<file path="config.mk">
export PLATFORM = sky130hd
export DESIGN_NAME = ultrasonic_range_frame_receiver_unit
export DESIGN_NICKNAME = d
export VERILOG_FILES = /design/src/hdl/urfr_pkg.sv /design/src/hdl/urfr_in_reg.sv /design/src/hdl/urfr_core.sv /design/src/hdl/urfr_out_reg.sv /design/src/hdl/ultrasonic_range_frame_receiver_unit.sv
export SDC_FILE = /design/constraint.sdc
export NUM_CORES = 1
export LEC_CHECK = 0
export ABC_AREA = 1
export BUFFER_PORTS_ARGS = -buffer_cell sky130_fd_sc_hd__buf_2
export CORE_MARGIN = 1
export CORE_UTILIZATION = 45
export DETAILED_ROUTE_END_ITERATION = 10
export PLACE_DENSITY = 0.72
export SYNTH_ARGS = -nofsm -noshare
export SYNTH_HDL_FRONTEND = slang
export SYNTH_SLANG_ARGS = --single-unit
</file>
<file path="constraint.sdc">
create_clock -name clk -period 9.8 [get_ports clk]
set_input_delay 0.98 -clock clk [delete_from_list [all_inputs] [get_ports clk]]
set_output_delay 0.98 -clock clk [all_outputs]
set_load 0.03 [all_outputs]
</file>
<file path="src/hdl/urfr_pkg.sv">
// Shared types and constants for the ultrasonic range frame receiver.
package urfr_pkg;

  localparam logic [7:0]  HEADER_BYTE = 8'hFF;
  localparam logic [15:0] COUNTER_MAX = 16'hFFFF;

  localparam logic REQ_BYTE = 1'b0;
  localparam logic REQ_TICK = 1'b1;

  localparam int CFG_DATA_W  = 16;
  localparam int CFG_INDEX_W = 2;

  localparam logic [CFG_INDEX_W-1:0] REG_STALE_LIMIT     = 2'd0;
  localparam logic [CFG_INDEX_W-1:0] REG_REPORT_DELTA    = 2'd1;
  localparam logic [CFG_INDEX_W-1:0] REG_REPORT_INTERVAL = 2'd2;
  localparam logic [CFG_INDEX_W-1:0] REG_REALTIME_MODE   = 2'd3;

  localparam logic [15:0] STALE_LIMIT_RESET     = 16'd1000;
  localparam logic [15:0] REPORT_DELTA_RESET    = 16'd20;
  localparam logic [15:0] REPORT_INTERVAL_RESET = 16'd1000;

  typedef enum logic [1:0] {
    POS_HUNT,
    POS_HEADER,
    POS_HIGH,
    POS_LOW
  } pos_t;

  typedef struct packed {
    logic       req_type;
    logic [7:0] rx_byte;
  } in_t;

  typedef struct packed {
    logic [15:0] range_mm;
    logic        range_valid;
    logic        reading_fresh;
    logic        frame_good;
    logic        checksum_error;
    logic        report_pulse;
    logic [15:0] age_ms;
    logic        mode_pin_level;
  } out_t;

  typedef struct packed {
    logic [15:0] stale_limit_ms;
    logic [15:0] report_delta_mm;
    logic [15:0] report_interval_ms;
    logic        realtime_mode;
  } cfg_t;

endpackage

</file>
<file path="src/hdl/urfr_in_reg.sv">
// Input register stage: holds one accepted item until the core takes it.
module urfr_in_reg (
  input  logic          clk,
  input  logic          rst,
  input  logic          in_valid,
  output logic          in_stall,
  input  urfr_pkg::in_t in_data,
  input  logic          advance,
  output logic          held_valid,
  output urfr_pkg::in_t held_data
);

  logic load;

  assign in_stall = held_valid && !advance;
  assign load     = in_valid && !in_stall;

  always_ff @(posedge clk) begin
    if (rst) begin
      held_valid <= 1'b0;
    end else if (load) begin
      held_valid <= 1'b1;
    end else if (advance) begin
      held_valid <= 1'b0;
    end
  end

  always_ff @(posedge clk) begin
    if (load) begin
      held_data <= in_data;
    end
  end

endmodule

</file>
<file path="src/hdl/urfr_core.sv">
// Frame parser, counters and report rule; state advances once per item taken.
module urfr_core (
  input  logic           clk,
  input  logic           rst,
  input  urfr_pkg::cfg_t cfg,
  input  urfr_pkg::in_t  item,
  input  logic           fire,
  output urfr_pkg::out_t result
);

  urfr_pkg::pos_t pos, pos_next;
  logic [7:0]  high_byte, high_byte_next;
  logic [7:0]  low_byte, low_byte_next;
  logic [15:0] distance, distance_next;
  logic        valid_flag, valid_flag_next;
  logic [15:0] age, age_next;
  logic        reported, reported_next;
  logic [15:0] last_reported, last_reported_next;
  logic [15:0] since_report, since_report_next;

  logic        is_tick;
  logic        frame_end;
  logic [7:0]  sum;
  logic        sum_ok;
  logic        good;
  logic        bad;
  logic        pulse;
  logic [15:0] frame_mm;
  logic [15:0] diff;

  assign is_tick   = (item.req_type == urfr_pkg::REQ_TICK);
  assign frame_end = !is_tick && (pos == urfr_pkg::POS_LOW);
  assign sum       = 8'(urfr_pkg::HEADER_BYTE + high_byte + low_byte);
  assign sum_ok    = (sum == item.rx_byte);
  assign good      = frame_end && sum_ok;
  assign bad       = frame_end && !sum_ok;
  assign frame_mm  = {high_byte, low_byte};
  assign diff      = (frame_mm > last_reported) ? frame_mm - last_reported
                                                : last_reported - frame_mm;
  assign pulse     = good && (!reported || diff >= cfg.report_delta_mm ||
                              since_report >= cfg.report_interval_ms);

  // Byte position
  always_comb begin
    pos_next = pos;
    if (!is_tick) begin
      unique case (pos)
        urfr_pkg::POS_HUNT: begin
          if (item.rx_byte == urfr_pkg::HEADER_BYTE) pos_next = urfr_pkg::POS_HEADER;
        end
        urfr_pkg::POS_HEADER: pos_next = urfr_pkg::POS_HIGH;
        urfr_pkg::POS_HIGH:   pos_next = urfr_pkg::POS_LOW;
        urfr_pkg::POS_LOW: begin
          // a bad checksum byte of 0xFF opens the next frame
          if (!sum_ok && item.rx_byte == urfr_pkg::HEADER_BYTE) begin
            pos_next = urfr_pkg::POS_HEADER;
          end else begin
            pos_next = urfr_pkg::POS_HUNT;
          end
        end
        default: pos_next = urfr_pkg::POS_HUNT;
      endcase
    end
  end

  // Data state and result
  always_comb begin
    high_byte_next     = high_byte;
    low_byte_next      = low_byte;
    if (!is_tick && pos == urfr_pkg::POS_HEADER) high_byte_next = item.rx_byte;
    if (!is_tick && pos == urfr_pkg::POS_HIGH)   low_byte_next  = item.rx_byte;

    distance_next      = good ? frame_mm : distance;
    valid_flag_next    = valid_flag || good;
    reported_next      = reported || pulse;
    last_reported_next = pulse ? frame_mm : last_reported;

    if (good) begin
      age_next = '0;
    end else if (is_tick && age != urfr_pkg::COUNTER_MAX) begin
      age_next = age + 16'd1;
    end else begin
      age_next = age;
    end

    if (pulse) begin
      since_report_next = '0;
    end else if (is_tick && since_report != urfr_pkg::COUNTER_MAX) begin
      since_report_next = since_report + 16'd1;
    end else begin
      since_report_next = since_report;
    end

    result.range_mm       = distance_next;
    result.range_valid    = valid_flag_next;
    result.reading_fresh  = valid_flag_next && (age_next <= cfg.stale_limit_ms);
    result.frame_good     = good;
    result.checksum_error = bad;
    result.report_pulse   = pulse;
    result.age_ms         = age_next;
    result.mode_pin_level = !cfg.realtime_mode;
  end

  always_ff @(posedge clk) begin
    if (rst) begin
      pos           <= urfr_pkg::POS_HUNT;
      high_byte     <= '0;
      low_byte      <= '0;
      distance      <= '0;
      valid_flag    <= 1'b0;
      age           <= '0;
      reported      <= 1'b0;
      last_reported <= '0;
      since_report  <= '0;
    end else if (fire) begin
      pos           <= pos_next;
      high_byte     <= high_byte_next;
      low_byte      <= low_byte_next;
      distance      <= distance_next;
      valid_flag    <= valid_flag_next;
      age           <= age_next;
      reported      <= reported_next;
      last_reported <= last_reported_next;
      since_report  <= since_report_next;
    end
  end

endmodule

</file>
<file path="src/hdl/urfr_out_reg.sv">
// Result register: holds a finished item until the receiver takes it.
module urfr_out_reg (
  input  logic           clk,
  input  logic           rst,
  input  logic           res_valid,
  input  urfr_pkg::out_t res_data,
  output logic           take,
  output logic           out_valid,
  input  logic           out_stall,
  output urfr_pkg::out_t out_data
);

  assign take = res_valid && (!out_valid || !out_stall);

  always_ff @(posedge clk) begin
    if (rst) begin
      out_valid <= 1'b0;
    end else if (take) begin
      out_valid <= 1'b1;
    end else if (!out_stall) begin
      out_valid <= 1'b0;
    end
  end

  always_ff @(posedge clk) begin
    if (take) begin
      out_data <= res_data;
    end
  end

endmodule

</file>
<file path="src/hdl/ultrasonic_range_frame_receiver_unit.sv">
// Top level of the ultrasonic range frame receiver.
//
// Input channel (in_valid, in_stall, in_data): one item per received UART
// byte or per one-millisecond tick. Output channel (out_valid, out_stall,
// out_data): exactly one result item for every input item, in order.
// Configuration: cfg_we writes cfg_data into the register chosen by
// cfg_index (stale limit, report delta, report interval, realtime mode);
// write only while no item is in flight.
// Path: an accepted item lands in the input register, is processed by the
// core and lands in the result register once that register can take it.
// Throughput is one item per cycle while the receiver does not stall; the
// frame state and counters update in a single pass between the two
// registers.
// Reset: clears both stages, the frame position, the stored reading, the
// counters and report history; registers return to 1000, 20, 1000, 0.
// Receiver stall: the result register holds; the input register then fills
// and in_stall rises, so at most two items wait inside the block.
module ultrasonic_range_frame_receiver_unit (
  input  logic                                clk,
  input  logic                                rst,
  input  logic                                in_valid,
  output logic                                in_stall,
  input  urfr_pkg::in_t                       in_data,
  output logic                                out_valid,
  input  logic                                out_stall,
  output urfr_pkg::out_t                      out_data,
  input  logic                                cfg_we,
  input  logic [urfr_pkg::CFG_INDEX_W-1:0]    cfg_index,
  input  logic [urfr_pkg::CFG_DATA_W-1:0]     cfg_data
);

  urfr_pkg::cfg_t cfg;
  urfr_pkg::in_t  held_data;
  urfr_pkg::out_t result;
  logic           held_valid;
  logic           take;

  always_ff @(posedge clk) begin
    if (rst) begin
      cfg.stale_limit_ms     <= urfr_pkg::STALE_LIMIT_RESET;
      cfg.report_delta_mm    <= urfr_pkg::REPORT_DELTA_RESET;
      cfg.report_interval_ms <= urfr_pkg::REPORT_INTERVAL_RESET;
      cfg.realtime_mode      <= 1'b0;
    end else if (cfg_we) begin
      unique case (cfg_index)
        urfr_pkg::REG_STALE_LIMIT:     cfg.stale_limit_ms     <= cfg_data;
        urfr_pkg::REG_REPORT_DELTA:    cfg.report_delta_mm    <= cfg_data;
        urfr_pkg::REG_REPORT_INTERVAL: cfg.report_interval_ms <= cfg_data;
        urfr_pkg::REG_REALTIME_MODE:   cfg.realtime_mode      <= cfg_data[0];
        default: ;
      endcase
    end
  end

  urfr_in_reg u_in_reg (
    .clk        (clk),
    .rst        (rst),
    .in_valid   (in_valid),
    .in_stall   (in_stall),
    .in_data    (in_data),
    .advance    (take),
    .held_valid (held_valid),
    .held_data  (held_data)
  );

  urfr_core u_core (
    .clk    (clk),
    .rst    (rst),
    .cfg    (cfg),
    .item   (held_data),
    .fire   (take),
    .result (result)
  );

  urfr_out_reg u_out_reg (
    .clk       (clk),
    .rst       (rst),
    .res_valid (held_valid),
    .res_data  (result),
    .take      (take),
    .out_valid (out_valid),
    .out_stall (out_stall),
    .out_data  (out_data)
  );

`ifndef SYNTHESIS
  a_pulse_needs_good: assert property (@(posedge clk) disable iff (rst)
    out_valid && out_data.report_pulse |-> out_data.frame_good)
    else $error("report pulse without a good frame");

  a_good_resets_age: assert property (@(posedge clk) disable iff (rst)
    out_valid && out_data.frame_good |->
      out_data.range_valid && out_data.age_ms == 16'd0 && !out_data.checksum_error)
    else $error("good frame did not clear age or set valid");

  a_stall_only_when_full: assert property (@(posedge clk) disable iff (rst)
    in_stall |-> held_valid && out_valid && out_stall)
    else $error("input stalled while a stage was free");

  a_taken_item_shows: assert property (@(posedge clk) disable iff (rst)
    take |=> out_valid)
    else $error("processed item did not reach the result register");
`endif

endmodule

</file>
==> results of run 1 <==
worst max-delay path, stage by stage, from the launching register on:
cell and delay [ns]:
dfxtp_1 0.48, inv_1 0.20, ha_1 0.31, inv_1 0.04
ha_1 0.23, fa_1 0.52, nand2_1 0.06, nand2_1 0.08
nand3_1 0.10, nor2_2 0.13, nand2_1 0.08, nor2_2 0.13
nand3_4 0.13, inv_1 0.09, nand2_1 0.44, nand2_1 0.27
inv_1 0.12, ha_1 0.31, nand2_1 0.07, nor2_1 0.19
nand4_1 0.17, a31o_2 0.24, a31oi_1 0.24, a21oi_1 0.07
cell usage in the layout, fill, tap and decap left out, types with 8 or more instances in the layout:
cell type / synthesis / layout
buf_2: 6 / 71
o21ai_0: 148 / 148
nand4_1: 9 / 9
edfxtp_1: 47 / 47
nor3_1: 15 / 15
xor2_1: 45 / 45
clkbuf_16: 0 / 18
nand3_1: 55 / 55
nor2_1: 136 / 136
dfxtp_1: 135 / 135
nand2_1: 300 / 300
o211ai_1: 15 / 15
ha_1: 99 / 99
a21oi_1: 144 / 144
xnor2_1: 8 / 8
inv_1: 244 / 243
kinds of logic (layout without fill, tap and decap cells):
kind of cell,after synthesis,in the layout,synth area share [%]
xor gates and xnor gates,53,53,4.23
adders and majority gates,102,102,11.8
buffers and inverters,290,352,10.1
DFF,182,182,37.5
and+or+nand+nor,536,536,20.4
AOI/OAI and AO/OA,329,329,15.9
sequential cells by signal, summed over array words and instances (netlist names):
register,count
cfg,49
u_core.age,16
u_core.distance,16
u_core.high_byte,8
u_core.last_reported,16
u_core.low_byte,8
u_core.pos,2
u_core.reported,1
u_core.since_report,16
u_core.valid_flag,1
u_in_reg.held_data,9
u_in_reg.held_valid,1
u_out_reg.out_data,38
u_out_reg.out_valid,1
final cells by class:
cell class	instances	area (um2)	share of cell area, %
repair buffers	73	370	3.05
flip-flops and latches	182	4110	33.9
clock buffers	19	464	3.82
multi-input cells	1020	5760	47.4
well taps	319	399	3.29
inverters	247	927	7.64
clock inverters	13	106	0.876
worst min path at each step:
stage,start,endpoint,slack [ns],cells past startpoint
2_1_floorplan,u_core.distance[0],u_core.distance[0],0.42,2
3_3_place_gp,u_core.distance[7],u_core.distance[7],0.43,2
3_5_place_dp,u_core.distance[11],u_core.distance[11],0.44,2
4_1_cts,u_core.distance[11],u_core.distance[11],0.45,2
5_1_grt,u_core.distance[6],u_core.distance[6],0.47,2
6_report,u_core.distance[11],u_core.distance[11],0.45,2
through the flow:
stage | cell area (um2) | hold WS (ns)
finish | 12100 | 0.449
global route | 12100 | 0.471
detailed placement | 11600 | 0.440
floorplan | 11000 | 0.425
CTS | 12100 | 0.451
global placement | 11600 | 0.433
where the power goes:
| part | total (W) | internal [W] | switching, W |
|---|---|---|---|
| Sequential | 0.000819 | 0.000800 | 0.0000196 |
| Clock | 0.000680 | 0.000355 | 0.000325 |
| Combinational | 0.000163 | 0.0000531 | 0.000110 |
| Total | 0.00166 | 0.00121 | 0.000454 |
routing by layer:
| metal | track usage, % | up-vias | wire [um] |
|---|---|---|---|
| met2 | 39.2 | 260 | 13100 |
| met4 | 8.24 | 0 | 701 |
| li1 | - | 4931 | - |
| met3 | 2.93 | 44 | 1460 |
| met1 | 29.3 | 4412 | 12300 |
| met5 | 0 | - | 0 |
==> run_results.csv, run 1 <==
group,metric,value,unit
synth,yosys-top-cells-count,"nand2_1, inv_1, o21ai_0",
synth,syn_nets,1626,
drt,remaining_drc_errors,0,
clocking,cts-root-buf,"clkbuf_16",
drt,ant_nets,0,
layout,drive_gt1_share,7.72,%
sta,finalHoldViolCount,0,
worst_setup_path,cp-startpoint,"u_core.low_byte[1]",
synth,synth_most_common_cell,"nand2_1",
global_routing,track_usage,22.9,%
clocking,clk-insertion-delay-late,0.45,ns
pwr,power_leakage,5.90,nW
sta,fin_crit_sh,50.9,%
worst_setup_path,r2r_slack,4.81,ns
clocking,post_cts_buffers,0,
worst_setup_path,arrival,5.16,ns
floorplan,io-pin-count,72,
clocking,cts_tree,"done",
synth,async_flop_share,0,%
clocking,ctsHoldBuffers,0,
floorplan,die_w,158,um
layout,syn_to_final_growth,10.6,%
floorplan,die_h,158,um
drt,vias_per_cell,5.15,
sta,finClkSkew,0.0215,ns
sta,max_slew_margin,28.8,%
clocking,clockBufferDepth,2,
pwr,power.density,137,nW/um2
layout,finalNonFillerCells,1873,
layout,fin_util,51.3,%
global_routing,grt_max_degree,110,
floorplan,dieArea,25000,um2
worst_setup_path,cp_max_fo,18,
synth,synth_area_leaders,"dfxtp_1, edfxtp_1, ha_1",
sta,worst_pin_slew,1.06,ns
drt,drt_iter0_drc,615,
global_routing,grt.overflow.total,0,
drt,wl,27600,um
synth,yosys_warnings,0,
clocking,cts_resized,0,
sta,setup_viol_count_final,0,
layout,n_antenna_cell,0,
clocking,cts_buffers,17,
floorplan,initial_core_util,46.3,%
worst_hold_path,hold_path.class,"reg2reg",
place,dp_hpwl,20900,um
synth,synth_top_cell_area_share,24.6,%
worst_setup_path,endpoint,"u_out_reg.out_data[20]",
global_routing,grt_pass1_wl,44500,um
floorplan,core_region_area,23700,um2
global_routing,antenna_found_initial,0,
synth,ys_types,44,
place,dpl_worst_slack,4.87,ns
drt,routedWlPerCell,14.7,um
synth,synthCells,1492,
run,cap_violations,0,
place,portBuffers,71,
synth,syn_area,11000,um2
synth,ys_ff_latch,182,
synth,syn_area_per_cell,7.35,um2
place,finalWeightedCongestion,0.986,
place,dp_cells,1841,
drt,vias,9647,
clocking,numClockSinks,182,
clocking,clk_pin_slew_worst_paths,0.08,ns
worst_setup_path,crit_type,"reg2reg",
floorplan,placementRows,56,
worst_setup_path,rr_endpoint,"u_out_reg.out_data[20]",
synth,seq_area_frac_synth,37.5,%
synth,synth_edf_count,47,
sta,rsz0062_at_grt,"false",
worst_setup_path,r2r_start,"u_core.low_byte[1]",
outcome,outcome,"finished, final reports clean",
worst_setup_path,cp-start-kind,"flip-flop",
global_routing,grt_pass1_vias,8923,
synth,synthFlopType,"dfxtp_1",
worst_setup_path,critical_path_required,9.97,ns
pwr,ir_drop,0.0821,mV
sta,slew_violations,0,
synth,yosysTopAreaCell,"dfxtp_1",
sta,setup_slack,4.81,ns
drt,first_pass_iters,5,
worst_setup_path,ff2ff_path_depth,23,
sta,post-route-min-period,4.99,ns
pwr,fin_total_pwr,0.00166,W
layout,nets,1675,
sta,fmaxAchievable,200,MHz
worst_setup_path,endpoint_kind,"flip-flop",
sta,fin_tns_setup,0,ns
layout,fillerInstances,2337,
clocking,cts_htree_levels,4,
No activity file was read; power rests on OpenSTA's default activity.
==> run 2, diff against run 1 <==
--- a/config.mk
+++ b/config.mk
@@ -5,12 +5,12 @@
 export SDC_FILE = /design/constraint.sdc
 export NUM_CORES = 1
 export LEC_CHECK = 0
-export ABC_AREA = 1
+export ABC_AREA = 0
 export BUFFER_PORTS_ARGS = -buffer_cell sky130_fd_sc_hd__buf_2
 export CORE_MARGIN = 1
 export CORE_UTILIZATION = 45
 export DETAILED_ROUTE_END_ITERATION = 10
-export PLACE_DENSITY = 0.72
+export PLACE_DENSITY = 0.75
 export SYNTH_ARGS = -nofsm -noshare
 export SYNTH_HDL_FRONTEND = slang
 export SYNTH_SLANG_ARGS = --single-unit
==> constraint.sdc (replaced) <==
create_clock -name clk -period 4.3 [get_ports clk]
set_input_delay 0.43 -clock clk [delete_from_list [all_inputs] [get_ports clk]]
set_output_delay 0.43 -clock clk [all_outputs]
set_load 0.03 [all_outputs]
==> run_results.csv, run 2 <==
group,metric,value,unit
layout,multi_input_area,6070,um2
clocking,clk_pin_slew_worst_paths,0.07,ns
pwr,power_leakage,5.50,nW
synth,ys_ff_latch,182,
place,place_area,12300,um2
sta,finalHoldViolCount,0,
place,dp_cells,1714,
sta,post-route-min-period,4.76,ns
global_routing,antenna_found_initial,0,
layout,largest_register_ffs,49,
layout,drive_gt1_share,24.4,%
sta,finClkSkew,0.0123,ns
floorplan,die_w,156,um
drt,vias_per_cell,5.55,
floorplan,placementRows,55,
floorplan,die_h,156,um
synth,synth_edf_count,47,
layout,nets,1570,
clocking,numClockSinks,182,
synth,syn_area_per_cell,8.59,um2
outcome,violations,"setup timing",
floorplan,io-pin-count,72,
synth,async_flop_share,0,%
layout,stdcell_area,13400,um2
place,dp_hpwl,21400,um
sta,worst_pin_slew,1.23,ns
synth,yosysTopAreaCell,"dfxtp_1",
layout,fin_util,58.1,%
synth,synth_top_cell_area_share,25.3,%
floorplan,core_region_area,23000,um2
worst_setup_path,arrival,5.11,ns
synth,syn_nets,1377,
synth,synth_most_common_cell,"nand2_1",
global_routing,track_usage,24.4,%
drt,vias,9781,
floorplan,dieArea,24300,um2
worst_hold_path,hold_path.class,"in2reg",
layout,layout_commonest_cell,"nand2_1",
layout,syn_to_final_growth,25.2,%
sta,slew_violations,0,
clocking,cts_buffers,17,
global_routing,grt_max_degree,60,
outcome,outcome,"finished with violations",
layout,fillerInstances,2024,
synth,synth_area_leaders,"dfxtp_1, edfxtp_1, ha_1",
sta,max_slew_margin,17.4,%
global_routing,grt_pass1_vias,9380,
worst_setup_path,critical_path_required,4.65,ns
clocking,ctsHoldBuffers,0,
worst_setup_path,cp-start-kind,"flip-flop",
clocking,cts_tree,"done",
pwr,ir_drop,0.235,mV
layout,final_cell_mix,"nand2_1, buf_4, a21oi_1",
sta,setup_slack,-0.460,ns
worst_setup_path,cp_max_fo,5,
drt,ant_nets,0,
sta,fmaxAchievable,210,MHz
sta,fin_tns_setup,-13.84,ns
sta,setup_viol_count_final,35,
pwr,power.density,281,nW/um2
drt,remaining_drc_errors,0,
place,finalWeightedCongestion,0.934,
sta,fin_crit_sh,111,%
drt,routedWlPerCell,16.9,um
place,portBuffers,71,
synth,seq_area_frac_synth,38.5,%
clocking,clockBufferDepth,2,
clocking,cts-root-buf,"clkbuf_16",
clocking,clk-insertion-delay-late,0.44,ns
synth,synthFlopType,"dfxtp_1",
layout,regMostFlops,"cfg",
run,cap_violations,0,
layout,final-seq-area,4130,um2
drt,first_pass_iters,5,
global_routing,grt.overflow.total,0,
clocking,cts_htree_levels,4,
sta,holdWs,0.168,ns
worst_setup_path,endpoint_kind,"flip-flop",
floorplan,initial_core_util,46.4,%
drt,drt_iter0_drc,717,
layout,reg_top3,"cfg x49, u_out_reg.out_data x38",
synth,ys_types,74,
global_routing,grt_pass1_wl,46800,um
worst_setup_path,crit_type,"reg2reg",
synth,yosys-top-cells-count,"nand2_1, dfxtp_1, a21oi_1",
synth,yosys_warnings,0,
sta,rsz0062_at_grt,"true",
synth,syn_area,10700,um2
drt,wl,29700,um
layout,finalNonFillerCells,1762,
layout,n_antenna_cell,0,
synth,synthCells,1243,
[run 2: worst max-delay path, cell delays in order (launching register included)]
cell	delay (ns)
dfxtp_2	0.32
inv_2	0.06
ha_4	0.12
inv_2	0.04
fa_2	0.36
a21o_1	0.21
a221o_1	0.35
a31oi_4	0.26
a21o_1	0.25
mux2_4	0.33
o211a_1	0.22
o21ai_2	0.12
xnor2_1	0.09
ha_1	0.32
a22oi_2	0.19
nand3_2	0.10
a311oi_2	0.24
o2111ai_2	0.17
a21oi_2	0.19
buf_6	0.15
o21ai_4	0.08
a2111o_1	0.41
o211ai_1	0.10
[run 2: layout make-up]
type,count,area share (%)
Clock inverter,13,1.41
Clock buffer,19,3.24
Inverter,125,3.60
Tap cell,313,2.93
Timing Repair Buffer,234,12.5
Multi-Input combinational cell,876,45.4
Sequential cell,182,30.9
[run 2: logic make-up (layout without fill, tap and decap cells)]
kind of cell / count (synthesis) / in the layout / synth area share (%)
xor gates and xnor gates: 41 / 41 / 3.36
DFF: 182 / 182 / 38.5
adders and majority gates: 102 / 102 / 12.2
and+or+nand+nor: 382 / 382 / 16.6
AOI/OAI and AO/OA: 319 / 321 / 19.1
buffers and inverters: 187 / 391 / 7.14
muxes: 30 / 30 / 3.14
[run 2: power by group]
part	leakage [nW]	switching (W)	total, W	internal, W
clock	0.299	0.000722	0.00166	0.000937
combinational	3.66	0.000179	0.000267	0.0000873
sequential	1.54	0.0000337	0.00183	0.00180
total	5.50	0.000935	0.00376	0.00282
[run 2: metal layers]
layer	share of wire, %	GRT usage [%]	wire length, um	up-vias
met5	0	0	0	-
met1	45	30.9	13200	4649
met4	3.3	10.3	967	0
met3	5.6	4.81	1660	70
li1	-	-	-	4749
met2	47	40.5	13800	313
[run 2: through the flow]
stage,total power (W),worst slack (ns)
2_1_floorplan,0.00202,-0.320
3_3_place_gp,0.00211,-0.319
3_5_place_dp,0.00212,-0.529
4_1_cts,0.00376,-0.344
5_1_grt,0.00388,-0.634
6_report,0.00376,-0.460
[run 2: final timing paths]
kind	end	slack, ns	from	depth (start not counted)
setup reg to reg	u_core.since_report[11]	-0.46	u_core.low_byte[0]	22
hold / removal	u_in_reg.held_data[1]	0.17	in_data[1]	1
setup / recovery	u_core.since_report[11]	-0.46	u_core.low_byte[0]	22
hold reg to reg	u_core.distance[8]	0.45	u_core.distance[8]	2
[run 2: repair_timing]
action,CTS,global route
buffers inserted,10,3
resized for setup,40,32
endpoints found under the setup margin,35,35
pin swaps,25,13
cloned,2,2
==> run 3, diff against run 2 <==
--- a/config.mk
+++ b/config.mk
@@ -11,6 +11,7 @@
 export CORE_UTILIZATION = 45
 export DETAILED_ROUTE_END_ITERATION = 10
 export PLACE_DENSITY = 0.75
+export RECOVER_POWER = 50
 export SYNTH_ARGS = -nofsm -noshare
 export SYNTH_HDL_FRONTEND = slang
 export SYNTH_SLANG_ARGS = --single-unit
==> run_results.csv, run 3 (synthesized netlist as in run 2, its figures left out) <==
group,metric,value,unit
layout,finalNonFillerCells,1762,
floorplan,die_w,156,um
place,dpl_worst_slack,-0.529,ns
global_routing,grt_pass1_vias,9380,
drt,vias,9832,
drt,ant_nets,0,
sta,fmaxAchievable,210,MHz
clocking,cts-root-buf,"clkbuf_16",
sta,finClkSkew,0.0149,ns
pwr,pwr-share-seq,48.9,%
global_routing,grt.overflow.total,0,
floorplan,io-pin-count,72,
worst_setup_path,crit_chain,"inv_2, ha_4, inv_2, fa_2, a21o_1, a221o_1, a31oi_4, a21o_1, mux2_4, o211a_1, o21ai_2, xnor2_1, ha_1, a22oi_2, nand3_2, a311oi_2, o2111ai_2, a21oi_2, buf_6, o21ai_4, a2111o_1, o211ai_1",
clocking,cts_buffers,17,
worst_setup_path,critical_path_required,4.65,ns
pwr,power_leakage,5.38,nW
sta,worst_pin_slew,2.30,ns
drt,wl_met2,14000,um
clocking,numClockSinks,182,
layout,final_cell_mix,"nand2_1, buf_4, a21oi_1",
layout,largest_register_ffs,49,
place,dp_cells,1714,
pwr,sw_frac_of_total,24.9,%
drt,wl_met3,1700,um
clocking,cts_tree,"done",
worst_setup_path,cpPeakStageDelay,0.41,ns
sta,setup_viol_count_final,35,
pwr,clkPwrFrac,44.2,%
outcome,outcome,"finished with violations",
layout,layout_commonest_cell,"nand2_1",
floorplan,initial_core_util,46.4,%
layout,drive_gt1_share,21.4,%
pwr,power_switching,0.000936,W
worst_setup_path,cp_max_fo,5,
worst_setup_path,cp_top_family,"compound AO/OA/AOI/OAI gates",
sta,max_slew_margin,-53.9,%
floorplan,core_region_area,23000,um2
global_routing,grt_max_degree,60,
worst_setup_path,arrival,5.12,ns
sta,fin_tns_setup,-14.03,ns
worst_setup_path,crit_type,"reg2reg",
drt,wl_met1,13100,um
floorplan,dieArea,24300,um2
place,portBuffers,71,
sta,post-route-min-period,4.77,ns
pwr,ir_drop,0.235,mV
layout,n_antenna_cell,0,
drt,remaining_drc_errors,0,
layout,nets,1570,
worst_hold_path,hold_path.class,"in2reg",
floorplan,placementRows,55,
pwr,power.internal,0.00282,W
pwr,power.density,282,nW/um2
sta,fin_crit_sh,111,%
sta,rsz0062_at_grt,"true",
clocking,cts_htree_levels,4,
clocking,clk_pin_slew_worst_paths,0.07,ns
drt,top_layer,"met4",
place,finalWeightedCongestion,0.934,
pwr,comb_power_share,7.0,%
layout,regMostFlops,"cfg",
drt,first_pass_iters,6,
clocking,clk-insertion-delay-late,0.44,ns
clocking,clockBufferDepth,2,
drt,vias_per_cell,5.58,
worst_setup_path,cp-start-kind,"flip-flop",
outcome,violations,"capacitance limit, slew limit, setup timing",
global_routing,antenna_found_initial,0,
layout,reg_top3,"cfg x49, u_out_reg.out_data x38",
sta,slew_violations,23,
floorplan,die_h,156,um
worst_setup_path,crit_slowest_cell,"a2111o_1",
global_routing,grt_pass1_wl,46800,um
sta,setup_slack,-0.466,ns
clocking,ctsHoldBuffers,0,
drt,wl,29800,um
sta,finalHoldViolCount,0,
place,dp_hpwl,21400,um
worst_setup_path,critical_path_buf_inv_count,3,
run,cap_violations,1,
global_routing,track_usage,24.4,%
layout,syn_to_final_growth,24.6,%
drt,routedWlPerCell,16.9,um
drt,drt_iter0_drc,674,
worst_setup_path,endpoint_kind,"flip-flop",
run 3: changes by cell type in the layout (fill, tap and decap cells not counted), sizes merged:
cell    before  now
buf        234  193
clkbuf      19   60
run 3: layout make-up:
type	instances	area, um2
multi-input cells	876	6060
well taps	313	392
repair buffers	234	1620
clock inverters	13	189
flip-flops and latches	182	4130
clock buffers	19	433
fillers	2052	9680
inverters	125	482
run 3: final timing paths:
check	slack [ns]	end	start	cells past startpoint
worst min-delay path	0.17	u_in_reg.held_data[8]	in_data[8]	1
worst min register to register	0.45	u_core.distance[8]	u_core.distance[8]	2
worst max-delay path	-0.47	u_core.since_report[11]	u_core.low_byte[0]	22
worst max register to register	-0.47	u_core.since_report[11]	u_core.low_byte[0]	22
run 3: power groups by stage:
stage          logic, W  clock network, W  registers, W
5_1_grt        0.000285           0.00175       0.00184
2_1_floorplan  0.000133                 0       0.00189
3_5_place_dp   0.000245                 0       0.00187
3_3_place_gp   0.000239                 0       0.00187
4_1_cts        0.000258           0.00167       0.00183
6_report       0.000262           0.00166       0.00183
run 3: routing by layer:
| layer | up-vias | GRT usage, % |
|---|---|---|
| met5 | - | 0 |
| met4 | 0 | 10.3 |
| met3 | 70 | 4.81 |
| met1 | 4676 | 30.9 |
| met2 | 333 | 40.5 |
| li1 | 4753 | - |
run 3: repair_timing:
action                     4_1_cts  5_1_grt
setup endpoints to repair       35       35
buffers inserted                10        3
pin swaps                       25       13
gates resized for setup         40       32
cloned                           2        2
run 3: metrics by stage:
step | hold WS [ns] | total power (W) | util, % | cell area (um2)
after global routing | 0.141 | 0.00387 | 57.9 | 13300
after CTS | 0.157 | 0.00376 | 57.6 | 13200
after floorplan | 0.427 | 0.00202 | - | 10800
final | 0.167 | 0.00375 | 57.9 | 13300
after global placement | 0.433 | 0.00211 | 53.6 | 12300
after detailed placement | 0.440 | 0.00212 | 53.6 | 12300
